===== config.mk =====
export PLATFORM = sky130hd
export DESIGN_NAME = lpagc_ctrl
export DESIGN_NICKNAME = d
export VERILOG_FILES = /design/src/hw/rtl/lpagc_pkg.sv /design/src/hw/rtl/lpagc_ctrl.sv
export SDC_FILE = /design/constraint.sdc
export NUM_CORES = 1
export LEC_CHECK = 0
export BUFFER_PORTS_ARGS = -buffer_cell sky130_fd_sc_hd__buf_2
export CAP_MARGIN = 10
export CORE_MARGIN = 2
export CORE_UTILIZATION = 35
export CTS_CLUSTER_SIZE = 30
export DETAILED_ROUTE_END_ITERATION = 7
export GPL_TIMING_DRIVEN = 0
export PLACE_DENSITY_LB_ADDON = 0.05
export SKIP_CTS_REPAIR_TIMING = 1
export SLEW_MARGIN = 30
export SYNTH_ARGS = -nofsm -noshare
export SYNTH_HDL_FRONTEND = slang
export SYNTH_SLANG_ARGS = --single-unit

===== constraint.sdc =====
create_clock -name clk_i -period 3.19 [get_ports clk_i]
set_input_delay 0.4785 -clock clk_i [delete_from_list [all_inputs] [get_ports clk_i]]
set_output_delay 0.4785 -clock clk_i [all_outputs]
set_load 0.01 [all_outputs]

===== src/hw/rtl/lpagc_pkg.sv =====
// lpagc_pkg: shared types and constants of the look-ahead peak agc
// used by the datapath, the sequencer and the top level, depends on nothing
`default_nettype none

package lpagc_pkg;

  // default look-ahead depth of the delay ring
  localparam int unsigned WINDOW_DEPTH_DEF = 4096;

  // fixed field widths
  localparam int unsigned SMP_W    = 16;
  localparam int unsigned GAIN_W   = 32;
  localparam int unsigned STEP_W   = 31;
  localparam int unsigned WLEN_W   = 13;
  localparam int unsigned HANG_W   = 17;
  localparam int unsigned CFG_A_W  = 3;
  localparam int unsigned CFG_D_W  = 32;
  localparam int unsigned MUL_W    = 33;
  localparam int unsigned PROD_W   = 2 * MUL_W;

  // gain constants, Q16.16
  localparam logic [GAIN_W-1:0] GAIN_UNITY = 32'd65536;
  localparam logic [GAIN_W-1:0] GAIN_FLOOR = 32'd6554;

  // configuration register indexes
  localparam logic [CFG_A_W-1:0] CFG_AGC_EN   = 3'd0;
  localparam logic [CFG_A_W-1:0] CFG_MANUAL   = 3'd1;
  localparam logic [CFG_A_W-1:0] CFG_TARGET   = 3'd2;
  localparam logic [CFG_A_W-1:0] CFG_MAX_GAIN = 3'd3;
  localparam logic [CFG_A_W-1:0] CFG_ATTACK   = 3'd4;
  localparam logic [CFG_A_W-1:0] CFG_DECAY    = 3'd5;
  localparam logic [CFG_A_W-1:0] CFG_WINDOW   = 3'd6;
  localparam logic [CFG_A_W-1:0] CFG_HANG     = 3'd7;

  // input and output words
  typedef struct packed {
    logic signed [SMP_W-1:0] in_i;
    logic signed [SMP_W-1:0] in_q;
  } in_word_t;

  typedef struct packed {
    logic signed [SMP_W-1:0] out_i;
    logic signed [SMP_W-1:0] out_q;
    logic [GAIN_W-1:0]       gain_now;
  } out_word_t;

  // operand selection of the shared multiplier
  typedef enum logic [2:0] {
    MUL_NONE  = 3'd0,
    MUL_FLOOR = 3'd1,
    MUL_GAIN  = 3'd2,
    MUL_SMP_I = 3'd3,
    MUL_SMP_Q = 3'd4
  } mul_op_e;

  // controller to datapath
  typedef struct packed {
    logic    in_load;
    logic    cfg_we;
    logic    leaf_wr;
    logic    tree_rd;
    logic    tree_wr;
    mul_op_e mul_op;
    logic    div_peak;
    logic    div_mod;
    logic    mod_wr;
    logic    tgt_upd;
    logic    gain_upd;
    logic    res_i_ld;
    logic    out_load;
  } lpagc_cmd_t;

  // datapath to controller
  typedef struct packed {
    logic clr_busy;
    logic agc_en;
    logic tree_eq;
    logic tree_top;
    logic above;
    logic div_busy;
    logic out_free;
  } lpagc_stat_t;

endpackage

`default_nettype wire


===== src/hw/rtl/lpagc_ctrl.sv =====
// lpagc_ctrl: sequencer of the look-ahead peak agc, drives datapath commands
// depends on lpagc_pkg
`default_nettype none

module lpagc_ctrl (
  input  wire logic                          clk_i,
  input  wire logic                          rst_ni,
  input  wire logic                          in_valid_i,
  output logic                               in_stall_o,
  input  wire logic                          cfg_valid_i,
  output logic                               cfg_ready_o,
  input  wire logic [lpagc_pkg::CFG_A_W-1:0] cfg_addr_i,
  input  wire lpagc_pkg::lpagc_stat_t        stat_i,
  output lpagc_pkg::lpagc_cmd_t              cmd_o
);

  typedef enum logic [14:0] {
    ST_IDLE = 15'h0001,
    ST_LEAF = 15'h0002,
    ST_TRD  = 15'h0004,
    ST_TCMP = 15'h0008,
    ST_FMUL = 15'h0010,
    ST_FCMP = 15'h0020,
    ST_DIVW = 15'h0040,
    ST_TGT  = 15'h0080,
    ST_GMUL = 15'h0100,
    ST_GSET = 15'h0200,
    ST_MI   = 15'h0400,
    ST_MQ   = 15'h0800,
    ST_OUTW = 15'h1000,
    ST_MODS = 15'h2000,
    ST_MODW = 15'h4000
  } state_e;

  state_e state_q, state_d;

  // next state and commands
  always_comb begin
    state_d     = state_q;
    cmd_o       = '0;
    in_stall_o  = 1'b1;
    cfg_ready_o = 1'b0;
    unique case (state_q)
      ST_IDLE: begin
        cfg_ready_o = 1'b1;
        in_stall_o  = stat_i.clr_busy || cfg_valid_i;
        if (cfg_valid_i) begin
          cmd_o.cfg_we = 1'b1;
          if (cfg_addr_i == lpagc_pkg::CFG_WINDOW) begin
            state_d = ST_MODS;
          end
        end else if (in_valid_i && !stat_i.clr_busy) begin
          cmd_o.in_load = 1'b1;
          state_d = stat_i.agc_en ? ST_LEAF : ST_MI;
        end
      end
      ST_LEAF: begin
        cmd_o.leaf_wr = 1'b1;
        state_d = ST_TRD;
      end
      ST_TRD: begin
        cmd_o.tree_rd = 1'b1;
        state_d = ST_TCMP;
      end
      ST_TCMP: begin
        if (stat_i.tree_eq) begin
          state_d = ST_FMUL;
        end else begin
          cmd_o.tree_wr = 1'b1;
          state_d = stat_i.tree_top ? ST_FMUL : ST_TRD;
        end
      end
      ST_FMUL: begin
        cmd_o.mul_op = lpagc_pkg::MUL_FLOOR;
        state_d = ST_FCMP;
      end
      ST_FCMP: begin
        if (stat_i.above) begin
          cmd_o.div_peak = 1'b1;
          state_d = ST_DIVW;
        end else begin
          state_d = ST_TGT;
        end
      end
      ST_DIVW: begin
        if (!stat_i.div_busy) begin
          state_d = ST_TGT;
        end
      end
      ST_TGT: begin
        cmd_o.tgt_upd = 1'b1;
        state_d = ST_GMUL;
      end
      ST_GMUL: begin
        cmd_o.mul_op = lpagc_pkg::MUL_GAIN;
        state_d = ST_GSET;
      end
      ST_GSET: begin
        cmd_o.gain_upd = 1'b1;
        state_d = ST_MI;
      end
      ST_MI: begin
        cmd_o.mul_op = lpagc_pkg::MUL_SMP_I;
        state_d = ST_MQ;
      end
      ST_MQ: begin
        cmd_o.mul_op   = lpagc_pkg::MUL_SMP_Q;
        cmd_o.res_i_ld = 1'b1;
        state_d = ST_OUTW;
      end
      ST_OUTW: begin
        if (stat_i.out_free) begin
          cmd_o.out_load = 1'b1;
          state_d = ST_IDLE;
        end
      end
      ST_MODS: begin
        cmd_o.div_mod = 1'b1;
        state_d = ST_MODW;
      end
      ST_MODW: begin
        if (!stat_i.div_busy) begin
          cmd_o.mod_wr = 1'b1;
          state_d = ST_IDLE;
        end
      end
      default: begin
        state_d = ST_IDLE;
      end
    endcase
  end

  always_ff @(posedge clk_i or negedge rst_ni) begin
    if (!rst_ni) begin
      state_q <= ST_IDLE;
    end else begin
      state_q <= state_d;
    end
  end

endmodule

`default_nettype wire


# After elaboration in Yosys (flattened, before gate mapping)
# Index checks and enable logic that the tools add are counted.
[word_totals]
regBits = 15
in_bits = 14
out_inout_bits = 17
wordCells = 58
[op_classes]
n_eq_ne = 21
mux = 32
reduce_logical = 4
[op_table]
columns = ["operator", "count"]
rows = [
  ["15-bit one-hot mux with 15 select lines", 1],
  ["15-bit 2-to-1 mux", 6],
  ["1-bit 2-to-1 mux", 19],
  ["15-bit by 1-bit equality test with 1-bit output, second input constant", 1],
  ["15-bit by 10-bit equality test with 1-bit output, second input constant", 1],
  ["15-bit by 11-bit equality test with 1-bit output, second input constant", 1],
  ["15-bit by 12-bit equality test with 1-bit output, second input constant", 1],
  ["15-bit by 13-bit equality test with 1-bit output, second input constant", 1],
  ["15-bit by 14-bit equality test with 1-bit output, second input constant", 1],
  ["15-bit equality test, second input constant", 1],
  ["15-bit by 2-bit equality test with 1-bit output, second input constant", 1],
  ["15-bit by 3-bit equality test with 1-bit output, second input constant", 1],
  ["15-bit by 4-bit equality test with 1-bit output, second input constant", 1],
  ["15-bit by 5-bit equality test with 1-bit output, second input constant", 1],
  ["15-bit by 6-bit equality test with 1-bit output, second input constant", 1],
  ["15-bit by 7-bit equality test with 1-bit output, second input constant", 1],
  ["15-bit by 8-bit equality test with 1-bit output, second input constant", 1],
  ["15-bit by 9-bit equality test with 1-bit output, second input constant", 1],
  ["3-bit one-hot mux with 4 select lines", 1],
  ["11-bit 2-to-1 mux", 1],
  ["5-bit 2-to-1 mux", 2],
  ["8-bit 2-to-1 mux", 1],
  ["2-bit inequality test, second input constant", 3],
  ["3-bit inequality test, second input constant", 2],
  ["6 further kinds", 6],
]

# Depth between registers and ports, before layout
[logic_depth]
word_depth = 5
mapped_depth = 6
depth_no_buf = 5

# Least setup slack after synthesis
# OpenSTA, ideal clock, no wires.
[synth_timing]
path_type = "reg2out"
start = "register state_q[2]"
end = "output cmd_o[9] in the netlist's numbering"
arrival_time_ns = 1.629
t_required_ns = 2.711
path_slack_ns = 1.083
path_stages_with_launch = 5
path_cell_list = "dfrtp_1 > or4_4 > nor3_2 > and4bb_2 > buf_4"
[synth_lines]
columns = ["item", "line", "text"]
rows = [
  ["start: declaration", "lpagc_ctrl.sv:35", "state_e state_q, state_d;"],
  ["start signal: assignment", "lpagc_ctrl.sv:137", "state_q <= state_d;"],
  ["end: declaration", "lpagc_ctrl.sv:14", "output lpagc_pkg::lpagc_cmd_t cmd_o"],
]

==> summary.md <==
| Metric | Value |
|---|---|
| Crit path arrival time | `2210 ps` |
| Filler Cell Count | `318` |
| Layout cells sized above 1 | `0.369` |
| Sequential share of power | `0.362` |
| Later-pin clock latency in the skew report | `290 ps` |
| PwrDens | `537 mW/mm²` |
| Residual DRC | `0` |
| CP endpoint kind | `primary output` |
| Startpoint types | `flip-flop` |
| Worst-Margin Slew | `543 ps` |
| Top FF cell, synth | `dfrtp_1` |
| Total negative slack | `0 ps` |
| Critical path class | `flip-flop to primary output` |
| CTS tree | `yes` |
| Netlist cell types | `43` |
| Max_cap viols | `0` |
| Initial antenna violation count | `0` |
| Fin. Hold Viols | `0` |
| Number of synthesized flops with an enable pin | `0` |
| Internal cell power | `0.000402 W` |
| Final instance area | `0.00128 mm²` |
| Synth Instances | `115` |
| Routed length per instance | `13.7 µm` |
| Largest registers | `state_q x15` |
| Leakage | `0.676 nW` |
| Synthesized area | `0.00106 mm²` |
| Global placement routability congestion | `0.747` |
| Setup violators final | `0` |
| Vias per cell | `5.09` |
| Clk sinks | `15` |
| Initial drt markers | `29` |
| Post-Synth XOR/XNOR Area | `0.0411` |
| Post-Syn Nets | `129` |
| Most flop-heavy register | `state_q` |
| Clk_skew | `3.51 ps` |
| Slew margin rel. | `0.635` |
| Fmax | `371 MHz` |
| Die H | `59.2 µm` |
| Async set-reset flop share out of synthesis | `1.00` |
| NetSw | `0.000287 W` |
| Core area | `0.00298 mm²` |
| Congestion Overflow GR | `0` |
| Area after DPL | `0.00126 mm²` |
| Die area | `0.00350 mm²` |
| Main combinational cell family by area after synthesis | `simple AND/OR/NAND/NOR gates` |
| Hold Crit Class | `input pin to asynchronous set/reset pin` |
| Status | `completed` |
| Switching Share | `0.416` |
| First drt pass iteration count | `4` |
| Pins Over Slew Limit | `0` |
| Crit share post-route | `0.844` |
| Seq/Total Area, Yosys | `0.354` |
| Final std cells w/o fill | `182` |
| Clock share of power | `0.167` |
| Final WL | `2490 µm` |
| # IOs | `31` |
| Util after Layout | `0.431` |
| Largest net degree at the start of global routing | `16` |
| Synth Area in Compound Gates | `0.0917` |
| Maximum VDD drop | `203 µV` |
| Combinational share of power | `0.471` |
| Area of the multi-input gates | `648 µm²` |
| Post-route ant nets | `0` |
| DP Wirelength | `1940 µm` |
| Initial Utilization | `0.358` |
| First-pass GRT wire length | `4120 µm` |
| Clock-pin transition on the worst setup and hold timing paths | `100 ps` |
| Yosys warns | `0` |
| GRT Total Usage | `0.158` |
| Root Driver | `clkbuf_4` |
| Simple-gate share of the synthesized area | `0.476` |
| Tmin final | `2690 ps` |
| IO Port Bufs | `30` |
| Worst path required time | `2710 ps` |
| Number of synthesized register bits | `15` |
| RSZ-0062 raised after global routing | `false` |
| Adder-cell share of the synthesized area | `0` |
| Register area | `377 µm²` |
| Die Wd | `59.2 µm` |
| Synth-to-Final Area Change | `20.6%` |
| Diode count | `0` |
| CTS max path bufs | `2` |
| Synth Area per Inst | `9.26 µm²` |
| Vias | `926` |
| H-Tree Depth | `1` |
| Dpl cells | `178` |
| Max FFs per register | `15` |
| CTS Buf Count | `3` |
| Vias in the first global route | `854` |
| Final nets | `164` |
| Post-synthesis mux area share | `0` |
| # rows | `20` |
| Critical path fanouts, max | `7` |
## per-stage QoR
stage,setup WS [ps],power (W),hold slack (ps)
after floorplan,1080,0.000488,183
after global placement,839,0.000580,412
after detailed placement,839,0.000582,416
after CTS,501,0.000700,92.4
after global routing,383,0.000753,94.4
final,498,0.000689,81.1
## worst paths after layout
path	from	end	slack (ps)	cells after the start
max	state_q[7]$_DFFE_PN0P_	cmd_o[9]	500	6
min	rst_ni	state_q[11]$_DFFE_PN0P_	80	1
max reg2reg	state_q[7]$_DFFE_PN0P_	state_q[14]$_DFFE_PN0P_	1270	5
min reg2reg	state_q[7]$_DFFE_PN0P_	state_q[8]$_DFFE_PN0P_	650	2
max in group asynchronous	rst_ni	state_q[0]$_DFFE_PN1P_	2810	1
min in group clk_i	stat_i[0]	state_q[12]$_DFFE_PN0P_	380	2
## layout by cell type (no fill, tap or decap), types with 2 or more instances in the layout
cell      Yosys  layout
nor3_1        6       6
dfrtp_1      14      14
clkbuf_4      0       3
xnor2_1       2       2
nor2_1       15      15
and3_1        3       3
nor4_2        3       3
nand3_1       2       2
nand2_1      10      10
xor2_1        3       3
and4b_1       3       3
nor4b_1       5       5
o21ai_0       4       4
and2_1        3       3
nand4_1       2       2
nor2b_1       2       2
buf_2         2      32
nand3b_1      2       2
nor4_4        2       2
inv_1         6       6
nor3b_1       2       2
a21o_1        2       2
## logic make-up (layout without fill, tap and decap cells)
kind of cell,Yosys count,after routing
flip-flops,15,15
buffers and inverters,9,43
AO/OA/AOI/OAI,13,13
AND/OR/NAND/NOR,73,73
XOR/XNOR,5,5
## Yosys cell counts (all sizes together) (3+ instances only)
master,count,area [µm²]
inv,6,22.5
a21o,3,23.8
and2,3,18.8
nand2,11,43.8
nor4,5,80.1
dfrtp,14,350
buf,3,17.5
xor2,3,26.3
nand4,3,25.0
and4b,3,30.0
nor4b,5,43.8
and3,3,18.8
nor3,8,56.3
nor2,15,56.3
o21ai,4,20.0
## power groups by stage
stage          clock network (W)  logic (W)  registers (W)
3_5_place_dp                   0   0.000329       0.000253
3_3_place_gp                   0   0.000328       0.000252
4_1_cts                 0.000119   0.000331       0.000249
5_1_grt                 0.000131   0.000369       0.000254
2_1_floorplan                  0   0.000243       0.000245
6_report                0.000115   0.000325       0.000250
## area by class of cell
cell class / count / share of cell area
multi-input combinational: 91 / 0.505
sequential: 15 / 0.293
timing repair buffer: 30 / 0.117
tap: 33 / 0.0322
clock buffer: 3 / 0.0175
inverter: 6 / 0.0175
buffer: 3 / 0.0136
clock inverter: 1 / 0.00390
## worst max-delay path, stage by stage (launching register included)
cell and delay (ps):
dfrtp_1 460, nor4_2 560, nand2_1 120, nor3_2 230, and4bb_2 320, buf_4 110, buf_2 110
## routing by layer
metal,global-route usage,wire (µm),vias to the layer above
li1,-,-,484
met1,0.233,1290,419
met2,0.230,1090,19
met3,0.0262,72,4
met4,0.0584,36,0
met5,0,0,-
(Power assumes the default switching activity.)
